**config.mk**
```make
export PLATFORM = sky130hd
export DESIGN_NAME = intel_hex_record_decoder
export DESIGN_NICKNAME = d
export VERILOG_FILES = /design/src/hw/rtl/ihex_pkg.sv /design/src/hw/rtl/ihex_front.sv /design/src/hw/rtl/ihex_queue.sv /design/src/hw/rtl/ihex_back.sv /design/src/hw/rtl/intel_hex_record_decoder.sv
export SDC_FILE = /design/constraint.sdc
export NUM_CORES = 1
export LEC_CHECK = 0
export BUFFER_PORTS_ARGS = -buffer_cell sky130_fd_sc_hd__buf_4
export CORE_ASPECT_RATIO = 2
export CORE_MARGIN = 5
export CORE_UTILIZATION = 66
export CTS_CLUSTER_SIZE = 12
export DETAILED_ROUTE_END_ITERATION = 7
export PLACE_DENSITY = 0.85
export SETUP_SLACK_MARGIN = 0.1
export SLEW_MARGIN = 40
export SYNTH_ARGS = -nofsm -noshare
export SYNTH_HDL_FRONTEND = slang
export SYNTH_SLANG_ARGS = --single-unit
```
**constraint.sdc**
```tcl
create_clock -name clk -period 9.1 [get_ports clk]
set_input_delay 0.91 -clock clk [delete_from_list [all_inputs] [get_ports clk]]
set_output_delay 0.91 -clock clk [all_outputs]
set_load 0.03 [all_outputs]
```
**src/hw/rtl/ihex_pkg.sv**
```systemverilog
// ----------------------------------------------------------------------------
// ihex_pkg
// Shared types, codes and helpers for the HEX record decoder.
// ----------------------------------------------------------------------------
package ihex_pkg;

	// Result kinds carried on the result stream's tuser.
	typedef enum logic [1:0] {
		KIND_DATA = 2'd0,
		KIND_OK   = 2'd1,
		KIND_FAIL = 2'd2
	} ihex_kind_t;

	// Decoder phases, one-hot.
	typedef enum logic [4:0] {
		PH_HUNT   = 5'b00001,
		PH_HEADER = 5'b00010,
		PH_DATA   = 5'b00100,
		PH_CHECK  = 5'b01000,
		PH_DONE   = 5'b10000
	} ihex_phase_t;

	localparam logic [7:0] COLON_CHAR = 8'h3A;

	// Header byte positions (odd character index completes a byte).
	localparam logic [8:0] HDR_IDX_COUNT = 9'd1;
	localparam logic [8:0] HDR_IDX_TYPE  = 9'd7;

	localparam logic [7:0] REC_TYPE_DATA = 8'h00;
	localparam logic [7:0] REC_TYPE_END  = 8'h01;

	// Classified character handed from front to back.
	typedef struct packed {
		logic [3:0] nib;
		logic       colon;
		logic       last;
	} ihex_item_t;

	// Hex digit value; anything else reads as zero.
	function automatic logic [3:0] ihex_nibble(input logic [7:0] c);
		logic [7:0] d;
		begin
			d = 8'd0;
			if (c >= 8'h30 && c <= 8'h39) begin
				d = c - 8'h30;
			end else if (c >= 8'h41 && c <= 8'h46) begin
				d = c - 8'h37;
			end else if (c >= 8'h61 && c <= 8'h66) begin
				d = c - 8'h57;
			end
			return d[3:0];
		end
	endfunction

endpackage

```
**src/hw/rtl/ihex_front.sv**
```systemverilog
// ----------------------------------------------------------------------------
// ihex_front
// Accept characters and classify them into nibble, colon and end flags.
// ----------------------------------------------------------------------------
module ihex_front (
	input  logic                 clk,
	input  logic                 arst_n,
	input  logic                 s_tvalid,
	output logic                 s_tready,
	input  logic [7:0]           s_tdata,   // [7:0] char_in
	input  logic                 s_tlast,
	output logic                 item_valid,
	output ihex_pkg::ihex_item_t item,
	input  logic                 item_ready
);

	logic                 valid_s1;
	ihex_pkg::ihex_item_t item_s1;

	assign s_tready   = !valid_s1 || item_ready;
	assign item_valid = valid_s1;
	assign item       = item_s1;

	always_ff @(posedge clk or negedge arst_n) begin
		if (!arst_n) begin
			valid_s1 <= 1'b0;
		end else if (s_tready) begin
			valid_s1 <= s_tvalid;
		end
	end

	always_ff @(posedge clk) begin
		if (s_tready && s_tvalid) begin
			item_s1.nib   <= ihex_pkg::ihex_nibble(s_tdata);
			item_s1.colon <= (s_tdata == ihex_pkg::COLON_CHAR);
			item_s1.last  <= s_tlast;
		end
	end

endmodule

```
**src/hw/rtl/ihex_queue.sv**
```systemverilog
// ----------------------------------------------------------------------------
// ihex_queue
// Short queue of classified characters between front and back.
// ----------------------------------------------------------------------------
module ihex_queue #(
	parameter int QUEUE_DEPTH = 4
) (
	input  logic                 clk,
	input  logic                 arst_n,
	input  logic                 push_valid,
	output logic                 push_ready,
	input  ihex_pkg::ihex_item_t push_item,
	output logic                 pop_valid,
	input  logic                 pop_ready,
	output ihex_pkg::ihex_item_t pop_item
);

	localparam int PtrW = (QUEUE_DEPTH > 1) ? $clog2(QUEUE_DEPTH) : 1;
	localparam int CntW = $clog2(QUEUE_DEPTH + 1);
	localparam logic [PtrW-1:0] PtrLast = PtrW'(QUEUE_DEPTH - 1);
	localparam logic [CntW-1:0] CntFull = CntW'(QUEUE_DEPTH);

	ihex_pkg::ihex_item_t mem_q [QUEUE_DEPTH];
	logic [PtrW-1:0]      wr_ptr_q;
	logic [PtrW-1:0]      rd_ptr_q;
	logic [CntW-1:0]      count_q;
	logic                 do_push;
	logic                 do_pop;

	assign push_ready = (count_q != CntFull);
	assign pop_valid  = (count_q != '0);
	assign pop_item   = mem_q[rd_ptr_q];
	assign do_push    = push_valid && push_ready;
	assign do_pop     = pop_valid && pop_ready;

	always_ff @(posedge clk) begin
		if (do_push) begin
			mem_q[wr_ptr_q] <= push_item;
		end
	end

	always_ff @(posedge clk or negedge arst_n) begin
		if (!arst_n) begin
			wr_ptr_q <= '0;
			rd_ptr_q <= '0;
			count_q  <= '0;
		end else begin
			if (do_push) begin
				wr_ptr_q <= (wr_ptr_q == PtrLast) ? '0 : wr_ptr_q + 1'b1;
			end
			if (do_pop) begin
				rd_ptr_q <= (rd_ptr_q == PtrLast) ? '0 : rd_ptr_q + 1'b1;
			end
			if (do_push && !do_pop) begin
				count_q <= count_q + 1'b1;
			end else if (do_pop && !do_push) begin
				count_q <= count_q - 1'b1;
			end
		end
	end

endmodule

```
**src/hw/rtl/ihex_back.sv**
```systemverilog
// ----------------------------------------------------------------------------
// ihex_back
// Record state machine: pair nibbles, track sum, emit bytes and outcomes.
// ----------------------------------------------------------------------------
module ihex_back (
	input  logic                 clk,
	input  logic                 arst_n,
	input  logic                 item_valid,
	output logic                 item_ready,
	input  ihex_pkg::ihex_item_t item,
	output logic                 m_tvalid,
	input  logic                 m_tready,
	output logic [7:0]           m_tdata,
	output logic [1:0]           m_tuser
);

	ihex_pkg::ihex_phase_t phase_q, phase_d;
	logic [8:0]            idx_q, idx_d;
	logic [7:0]            len_q, len_d;
	logic [7:0]            rk_q, rk_d;
	logic [7:0]            sum_q, sum_d;
	logic [3:0]            hn_q, hn_d;
	logic                  seen_q, seen_d;

	logic                  res_valid;
	ihex_pkg::ihex_kind_t  res_kind;
	logic [7:0]            res_byte;

	logic [7:0]            byte_val;
	logic [9:0]            idx_inc;
	logic [7:0]            sum_neg;
	logic                  take;

	logic                  out_valid_q;
	ihex_pkg::ihex_kind_t  out_kind_q;
	logic [7:0]            out_byte_q;

	assign item_ready = !out_valid_q || m_tready;
	assign take       = item_valid && item_ready;
	assign byte_val   = {hn_q, item.nib};
	assign idx_inc    = {1'b0, idx_q} + 10'd1;
	assign sum_neg    = ~sum_q + 8'd1;

	always_comb begin
		phase_d   = phase_q;
		idx_d     = idx_q;
		len_d     = len_q;
		rk_d      = rk_q;
		sum_d     = sum_q;
		hn_d      = hn_q;
		seen_d    = seen_q;
		res_valid = 1'b0;
		res_kind  = ihex_pkg::KIND_DATA;
		res_byte  = 8'd0;

		unique case (phase_q) inside
			ihex_pkg::PH_HUNT: begin
				if (item.colon) begin
					phase_d = ihex_pkg::PH_HEADER;
					idx_d   = 9'd0;
					sum_d   = 8'd0;
					len_d   = 8'd0;
					rk_d    = 8'd0;
					hn_d    = 4'd0;
				end
			end
			ihex_pkg::PH_HEADER, ihex_pkg::PH_DATA, ihex_pkg::PH_CHECK: begin
				if (!idx_q[0]) begin
					hn_d  = item.nib;
					idx_d = idx_inc[8:0];
				end else if (phase_q == ihex_pkg::PH_HEADER) begin
					sum_d = sum_q + byte_val;
					if (idx_q == ihex_pkg::HDR_IDX_COUNT) begin
						len_d = byte_val;
					end
					if (idx_q == ihex_pkg::HDR_IDX_TYPE) begin
						rk_d  = byte_val;
						idx_d = 9'd0;
						if (byte_val == ihex_pkg::REC_TYPE_END) begin
							res_valid = 1'b1;
							res_kind  = seen_q ? ihex_pkg::KIND_OK : ihex_pkg::KIND_FAIL;
							phase_d   = ihex_pkg::PH_DONE;
						end else if (len_q == 8'd0) begin
							phase_d = ihex_pkg::PH_CHECK;
						end else begin
							phase_d = ihex_pkg::PH_DATA;
						end
					end else begin
						idx_d = idx_inc[8:0];
					end
				end else if (phase_q == ihex_pkg::PH_DATA) begin
					sum_d = sum_q + byte_val;
					if (rk_q == ihex_pkg::REC_TYPE_DATA) begin
						res_valid = 1'b1;
						res_kind  = ihex_pkg::KIND_DATA;
						res_byte  = byte_val;
						seen_d    = 1'b1;
					end
					// End of data once the count's worth of characters is in.
					if (idx_inc >= {1'b0, len_q, 1'b0}) begin
						phase_d = ihex_pkg::PH_CHECK;
						idx_d   = 9'd0;
					end else begin
						idx_d = idx_inc[8:0];
					end
				end else begin
					idx_d = 9'd0;
					if (rk_q == ihex_pkg::REC_TYPE_DATA && byte_val != sum_neg) begin
						res_valid = 1'b1;
						res_kind  = ihex_pkg::KIND_FAIL;
						res_byte  = 8'd0;
						phase_d   = ihex_pkg::PH_DONE;
					end else begin
						phase_d = ihex_pkg::PH_HUNT;
					end
				end
			end
			ihex_pkg::PH_DONE: begin
				// Hold: ignore characters until the end of the file.
			end
			default: begin
				phase_d = ihex_pkg::PH_HUNT;
			end
		endcase

		// End of file: fail if no outcome yet, then clear everything.
		if (item.last) begin
			if (phase_d != ihex_pkg::PH_DONE) begin
				res_valid = 1'b1;
				res_kind  = ihex_pkg::KIND_FAIL;
				res_byte  = 8'd0;
			end
			phase_d = ihex_pkg::PH_HUNT;
			idx_d   = 9'd0;
			len_d   = 8'd0;
			rk_d    = 8'd0;
			sum_d   = 8'd0;
			hn_d    = 4'd0;
			seen_d  = 1'b0;
		end
	end

	always_ff @(posedge clk or negedge arst_n) begin
		if (!arst_n) begin
			phase_q     <= ihex_pkg::PH_HUNT;
			idx_q       <= 9'd0;
			len_q       <= 8'd0;
			rk_q        <= 8'd0;
			sum_q       <= 8'd0;
			hn_q        <= 4'd0;
			seen_q      <= 1'b0;
			out_valid_q <= 1'b0;
		end else begin
			if (take) begin
				phase_q     <= phase_d;
				idx_q       <= idx_d;
				len_q       <= len_d;
				rk_q        <= rk_d;
				sum_q       <= sum_d;
				hn_q        <= hn_d;
				seen_q      <= seen_d;
				out_valid_q <= res_valid;
			end else if (m_tready) begin
				out_valid_q <= 1'b0;
			end
		end
	end

	always_ff @(posedge clk) begin
		if (take && res_valid) begin
			out_kind_q <= res_kind;
			out_byte_q <= res_byte;
		end
	end

	assign m_tvalid = out_valid_q;
	assign m_tdata  = out_byte_q;
	assign m_tuser  = out_kind_q;

endmodule

```
**src/hw/rtl/intel_hex_record_decoder.sv**
```systemverilog
// Path: an accepted character's result, if any, passes the front register, a queue entry
//   and the result register before it leaves on the result stream.
// Throughput: one character per cycle unless a stalled result side holds a result back;
//   the record state update in the back end is the only per-character loop.
// Reset: arst_n low clears the front register, queue pointers, record state and the
//   result valid; the decoder restarts hunting for a colon.
// ----------------------------------------------------------------------------
// intel_hex_record_decoder
// Decode HEX file text into data bytes plus a final ok/fail outcome.
// ----------------------------------------------------------------------------
module intel_hex_record_decoder #(
	parameter int QUEUE_DEPTH = 4
) (
	input  logic       clk,
	input  logic       arst_n,
	// Character stream
	input  logic       s_tvalid,
	output logic       s_tready,
	input  logic [7:0] s_tdata,   // [7:0] char_in
	input  logic       s_tlast,   // last_char: final character of the file
	// Result stream
	output logic       m_tvalid,
	input  logic       m_tready,
	output logic [7:0] m_tdata,   // [7:0] data_byte (zero unless kind is data)
	output logic [1:0] m_tuser    // [1:0] kind: data, ok or fail
);

	// Front to queue.
	logic                 fq_valid;
	logic                 fq_ready;
	ihex_pkg::ihex_item_t fq_item;

	// Queue to back.
	logic                 qb_valid;
	logic                 qb_ready;
	ihex_pkg::ihex_item_t qb_item;

	// Classify each character as soon as it is accepted: nibble value,
	// colon mark and end-of-file flag travel together as one item.
	ihex_front u_front (
		.clk        (clk),
		.arst_n     (arst_n),
		.s_tvalid   (s_tvalid),
		.s_tready   (s_tready),
		.s_tdata    (s_tdata),
		.s_tlast    (s_tlast),
		.item_valid (fq_valid),
		.item       (fq_item),
		.item_ready (fq_ready)
	);

	// Buffer classified items so a stalled result side does not stall
	// the character side right away.
	ihex_queue #(
		.QUEUE_DEPTH (QUEUE_DEPTH)
	) u_queue (
		.clk        (clk),
		.arst_n     (arst_n),
		.push_valid (fq_valid),
		.push_ready (fq_ready),
		.push_item  (fq_item),
		.pop_valid  (qb_valid),
		.pop_ready  (qb_ready),
		.pop_item   (qb_item)
	);

	// Walk the record: header, data, checksum. Emit data bytes of data
	// records, fail on a data record's checksum mismatch or at end of
	// file with no outcome, and report the outcome on the end record.
	// Items advance while the result register is empty or being taken.
	ihex_back u_back (
		.clk        (clk),
		.arst_n     (arst_n),
		.item_valid (qb_valid),
		.item_ready (qb_ready),
		.item       (qb_item),
		.m_tvalid   (m_tvalid),
		.m_tready   (m_tready),
		.m_tdata    (m_tdata),
		.m_tuser    (m_tuser)
	);

endmodule

```
After elaboration in Yosys (flattened, before gate mapping)
Memory sizes are Yosys's and may differ from the RTL's.
Cells that the tools add are included.
{"block": "word_totals", "reg_bits": 68, "ramBits": 24, "inputBits": 13, "word_cells": 174, "memories": 1}
{"block": "op_classes", "addsub": 10, "order_cmp": 7, "n_eq_ne": 22, "n_mux": 83, "bitwise_logic": 1, "reduce_logical": 33}
{"memory": "u_queue.mem_q", "words": 4, "word_bits": 6, "rd": 1, "rd_clocked_by_memory_dff": 0, "write_ports": 1, "line_no": "ihex_queue.sv:23", "rtl": "ihex_pkg::ihex_item_t mem_q [QUEUE_DEPTH];"}
{"cell": "2-to-1 mux 8 bit", "n": 20}
{"cell": "2-to-1 mux 9 bit", "n": 7}
{"cell": "case mux 8 bit (2 select lines)", "n": 3}
{"cell": "2-to-1 mux 5 bit", "n": 9}
{"cell": "2-to-1 mux 4 bit", "n": 7}
{"cell": "2-to-1 mux 2 bit", "n": 12}
{"cell": "2-to-1 mux 1 bit", "n": 20}
{"cell": "case mux 9 bit (2 select lines)", "n": 1}
{"cell": "AND reduction 6 bit", "n": 3}
{"cell": ">= comparator 8 x 7 -> 1 bit (second input constant)", "n": 2}
{"cell": "<= comparator 8 x 7 -> 1 bit (second input constant)", "n": 2}
{"cell": "logical NOT 8 bit", "n": 2}
{"cell": "case mux 5 bit (3 select lines)", "n": 1}
{"cell": "inequality test 3 x 2 -> 1 bit (second input constant)", "n": 4}
{"cell": "nonzero test 2 bit", "n": 6}
{"cell": "adder 9 x 1 -> 10 bit (second input constant)", "n": 1}
{"cell": ">= comparator 10 x 9 -> 1 bit", "n": 1}
{"cell": "logical AND 1 bit", "n": 10}
{"cell": "equality test 9 x 1 -> 1 bit (second input constant)", "n": 1}
{"cell": "equality test 9 x 3 -> 1 bit (second input constant)", "n": 1}
{"cell": "inequality test 3 bit (second input constant)", "n": 3}
{"cell": "adder 8 x 1 -> 8 bit (second input constant)", "n": 1}
{"cell": "adder 8 bit", "n": 1}
{"cell": "equality test 8 x 1 -> 1 bit (second input constant)", "n": 1}
{"cell": "other kinds (28)", "n": 37}

Logic depth before layout (Yosys ltp)
{"block": "depth", "ltp_word": 13, "depth_mapped": 12, "ltp_nobuf": 12}

By module
Synthesis repeated with hierarchy kept, for this count alone.
{"block": "hier_totals", "hier_cells": 454, "hier_area_um2": 5222.5}
{"mod": "ihex_back", "n_inst": 1, "cells_each": 352, "area_each_um2": 3509.6, "seq_area_each_um2": 1402.6}
{"mod": "ihex_queue", "n_inst": 1, "cells_each": 68, "area_each_um2": 1308.8, "seq_area_each_um2": 895.9}
{"mod": "ihex_front", "n_inst": 1, "cells_each": 34, "area_each_um2": 404.1, "seq_area_each_um2": 205.2}

Least setup slack after synthesis
Ideal clock, no wire load.
{"block": "synth_timing", "path_kind": "register -> register", "from": "register u_queue.rd_ptr_q[0]", "to": "register u_back.out_byte_q[0] (netlist: u_back.m_tdata[0]) (enable)", "setup_time_ns": 0.380, "arrival_time_ns": 2.990, "t_required_ns": 8.720, "path_slack_ns": 5.730, "path_stages_with_launch": 10, "path_buffers": 2, "synth_period_minus_slack_ns": 3.370, "path_cell_list": "dfrtp_1 -> buf_6 -> buf_6 -> mux4_2 -> ha_1 -> a211o_1 -> a211o_2 -> o311ai_4 -> nand3_1 -> a21oi_1"}
{"block": "synth_via", "elab_chain_len": 12, "word_cells_on_any_way": 23}
{"item": "start, declared", "line_no": "ihex_queue.sv:25", "rtl": "logic [PtrW-1:0] rd_ptr_q;"}
{"item": "start signal, assigned", "line_no": "ihex_queue.sv:52", "rtl": "rd_ptr_q <= (rd_ptr_q == PtrLast) ? '0 : rd_ptr_q + 1'b1;"}
{"item": "memory read (4 x 6 bit) (*)"}
{"item": "inequality test 8 bit", "line_no": "ihex_back.sv:108", "rtl": "if (rk_q == ihex_pkg::REC_TYPE_DATA && byte_val != sum_neg) begin"}
{"item": "logical AND 1 bit", "line_no": "ihex_back.sv:108"}
{"item": "2-to-1 mux 5 bit", "line_no": "ihex_back.sv:108"}
{"item": "2-to-1 mux 5 bit", "line_no": "ihex_back.sv:91", "rtl": "end else if (phase_q == ihex_pkg::PH_DATA) begin"}
{"item": "2-to-1 mux 5 bit", "line_no": "ihex_back.sv:71", "rtl": "end else if (phase_q == ihex_pkg::PH_HEADER) begin"}
{"item": "2-to-1 mux 5 bit", "line_no": "ihex_back.sv:68", "rtl": "if (!idx_q[0]) begin"}
{"item": "case mux 5 bit (3 select lines)", "line_no": "ihex_back.sv:56", "rtl": "unique case (phase_q) inside"}
{"item": "inequality test 5 bit", "line_no": "ihex_back.sv:128", "rtl": "if (phase_d != ihex_pkg::PH_DONE) begin"}
{"item": "2-to-1 mux 1 bit", "line_no": "ihex_back.sv:128"}
{"item": "2-to-1 mux 1 bit (*)", "line_no": "ihex_back.sv:127", "rtl": "if (item.last) begin"}
{"item": "logical AND 1 bit (*)", "line_no": "ihex_back.sv:170", "rtl": "if (take && res_valid) begin"}
{"item": "end signal, assigned", "line_no": "ihex_back.sv:172", "rtl": "out_byte_q <= res_byte;"}
{"item": "end, declared", "line_no": "ihex_back.sv:36", "rtl": "logic [7:0] out_byte_q;"}
Every way passes the cells marked *; elsewhere a longest branch is shown, timed or not.
A chain may end at the register's enable or synchronous reset.

Worst setup path after layout
Ends and elaborated chain as after synthesis.

==> metrics <==
CTS tree=built; reg2reg setup slack=between 5 and 6 ns; WP data required=9.09 ns; Ant. Diodes=0; CTS clk-pin slew, worst paths=around 0.07 ns; vias in the first global route=3956; Synth-to-Final Area Change=9.19%; grt ovf=0; All-Layer GR Usage=0.264; RSZ-0062 raised after global routing=false; DR vias=3871; Yosys reg bits=between 90 and 100; Die Wd=72.7 um; largest net degree at the start of global routing=53; share of cells above drive strength 1=0.132; Peak Freq=0.277 GHz; area leader, netlist=dfrtp_1; Slew @ Worst Pin=between 0.7 and 0.8 ns; die height=~140 um; Synth Instances=480; critical path, cell by cell=mux4_2 -> ha_1 -> a211o_1 -> a211o_2 -> o311ai_4 -> nand3_1 -> a21oi_2; Setup CP Type=flip-flop to flip-flop; register area share after synthesis=0.483; Comb power frac=0.389; internal power=0.000929 W; peak supply drop=roughly 260 uV; number of fill cells=between 500 and 600; Initial Util=0.677; first-pass GRT wire length=19500 um; post-route minimum period=~3.6 ns; fraction of the cycle the final worst path needs=0.397; Unique masters post-synth=66; hpwl dp=8960 um; H-tree levels=3; run status=finished, final reports clean; PortBufs=24; Post-CTS Setup Inserts=0; Clock Latency Late Sink=0.35 ns; Hold/Removal Path Class=flip-flop to flip-flop; initial DRC count=323; Synth top area share=0.246; CP startpoint kind=flip-flop; WL final=12300 um; Sw Share=0.403; root buf cell=clkbuf_16; fin util=0.740; Synth area leaders=dfrtp_1 25%, edfxtp_1 23%, ha_1 6.8%; crit path max fanout=15; Net Count, Synth=between 500 and 600; Leakage=2.39 nW; routability cong.=roughly 0.94; pwr dens=275 mW/mm2; cts bufs inserted=9; ys async rst share=0.565; Sink Count=92; critical path data arrival time=3.60 ns; Largest stage delay, worst path=0.69 ns; Net Sw Power=roughly 0.00063 W; Routed Antenna Nets=0; Ports=25; Main synth FF type=dfrtp_1; drt first pass iters=5; CTS Buffer Depth=2; Routed wire per std cell=just over 20 um; row count=45; Remaining DRCs=0; reg-to-reg startpoint=u_queue.rd_ptr_q[0]$_DFFE_PN0P_; Clock Skews=between 0.005 and 0.006 ns; cts-stage hold buffer count=0; Final setup viols=0; synthesized cell area=0.00519 mm2; setup TNS=0 ns; number of flops mapped to enable cells by yosys=40; start point of the critical path=u_queue.rd_ptr_q[0]$_DFFE_PN0P_; Seq pwr share=0.381; layout net count=538; clock share of power=0.230; Core Area=between 0.007 and 0.008 mm2; Syn Area/Cell=10.8 um2; Syn. warnings=0; post-DR vias/cell=6.52; Slew Viols, Final=0; antenna violations before repair=0; min-delay src=u_back.rk_q[6]$_DFFE_PN0P_; cts repair resizes=0; Hold Fails Final Rpt=0; DIE AREA=0.00984 mm2; critical path endpoint category=flip-flop; Rel. slew slack=0.488; Max Cap Viol=0; CP max-delay cell=dfrtp_1
[cell type report]
type	count	area [um2]	area share
Multi-Input combinational cell	346	2490	0.440
Sequential cell	92	2500	0.442
Timing Repair Buffer	24	180	0.0318
Clock inverter	7	60.1	0.0106
Inverter	22	82.6	0.0146
Clock buffer	9	225	0.0398
Tap cell	94	118	0.0208
[stage by stage]
stage,cells,setup slack (ns),power [W],hold WS (ns),area [um2]
floorplan,480,5.73,0.00104,0.459,5190
global placement,578,5.36,0.00116,0.464,5370
detailed placement,578,5.51,0.00119,0.490,5380
CTS,594,5.51,0.00155,0.510,5660
global route,594,5.27,0.00163,0.525,5660
finish,594,5.49,0.00156,0.507,5660
[critical path: cells and delay by family, from the launching register on]
family,cells,cell delay [ns]
flip-flops,1,0.69
AO/OA/AOI/OAI,4,1.41
AND/OR/NAND/NOR,1,0.17
adder cells (fa/ha/maj),1,0.32
multiplexers,1,0.65
[layer usage]
| metal | track usage | up-vias | part of all wire |
|---|---|---|---|
| li1 | - | 1799 | - |
| met1 | 0.266 | 1902 | 0.35 |
| met2 | 0.495 | 136 | 0.58 |
| met3 | 0.0401 | 34 | 0.035 |
| met4 | 0.142 | 0 | 0.038 |
| met5 | 0 | - | 0 |
[state kept, by name, summed over array words and instances, names as in the netlist, 3 cells and up]
register	count
u_queue.mem_q	24
u_back.idx_q	9
u_back.len_q	8
u_back.m_tdata	8
u_back.rk_q	8
u_back.sum_q	8
u_front.item	6
u_back.phase_q	5
u_back.hn_q	4
u_queue.count_q	3
[power by group through the flow]
stage                     clock network (W)  registers, W  logic [W]
after floorplan                           0      0.000611   0.000434
after global placement                    0      0.000596   0.000560
after detailed placement                  0      0.000601   0.000592
after CTS                          0.000360      0.000594   0.000598
after global routing               0.000377      0.000603   0.000653
final                              0.000358      0.000593   0.000605
[Yosys cell counts, drive strengths merged, types with 4 or more instances]
cell type / number
nand2: 50
o21ai: 31
nand3: 16
edfxtp: 40
o211ai: 4
or2: 4
a21o: 8
a21oi: 14
mux2i: 5
a22o: 16
inv: 22
nor2: 30
dfrtp: 51
nor4: 10
nor3: 11
nand2b: 5
clkbuf: 8
buf: 12
nor2b: 5
a31oi: 7
and3: 4
o31ai: 6
xnor2: 15
ha: 28
and2: 16
xor2: 11
mux4: 6
a32o: 5
[placed cells by master, fill, tap and decap left out, drive strengths merged, types with 15 or more instances in the layout]
cell type  netlist  routed
a22o            16      16
o21ai           31      31
dfrtp           51      51
nor2            30      30
nand3           16      16
xnor2           15      15
ha              28      28
edfxtp          40      40
inv             22      25
and2            16      16
buf             12      24
nand2           50      50
[logic make-up (layout without fill, tap and decap cells)]
group           after synthesis  after routing  share of synthesized area
flops                        92             92                      0.483
compound gates              113            113                      0.158
simple gates                163            163                      0.157
fa+ha+maj                    30             30                     0.0753
xor+xnor                     26             26                     0.0439
buf+inv                      42             62                     0.0384
mux                          14             14                     0.0444
[path summary, 6_finish.rpt]
check | to | cells past startpoint
max in group asynchronous | u_back.sum_q[2]$_DFFE_PN0P_ | 1
min in group asynchronous | u_back.idx_q[4]$_DFFE_PN0P_ | 1
min | u_back.rk_q[6]$_DFFE_PN0P_ | 1
max | u_back.m_tdata[0]$_DFFE_PP_ | 7
min reg2reg | u_back.rk_q[6]$_DFFE_PN0P_ | 1
max reg2reg | u_back.m_tdata[0]$_DFFE_PP_ | 7
Note: power is estimated with default switching activity, not from simulation.
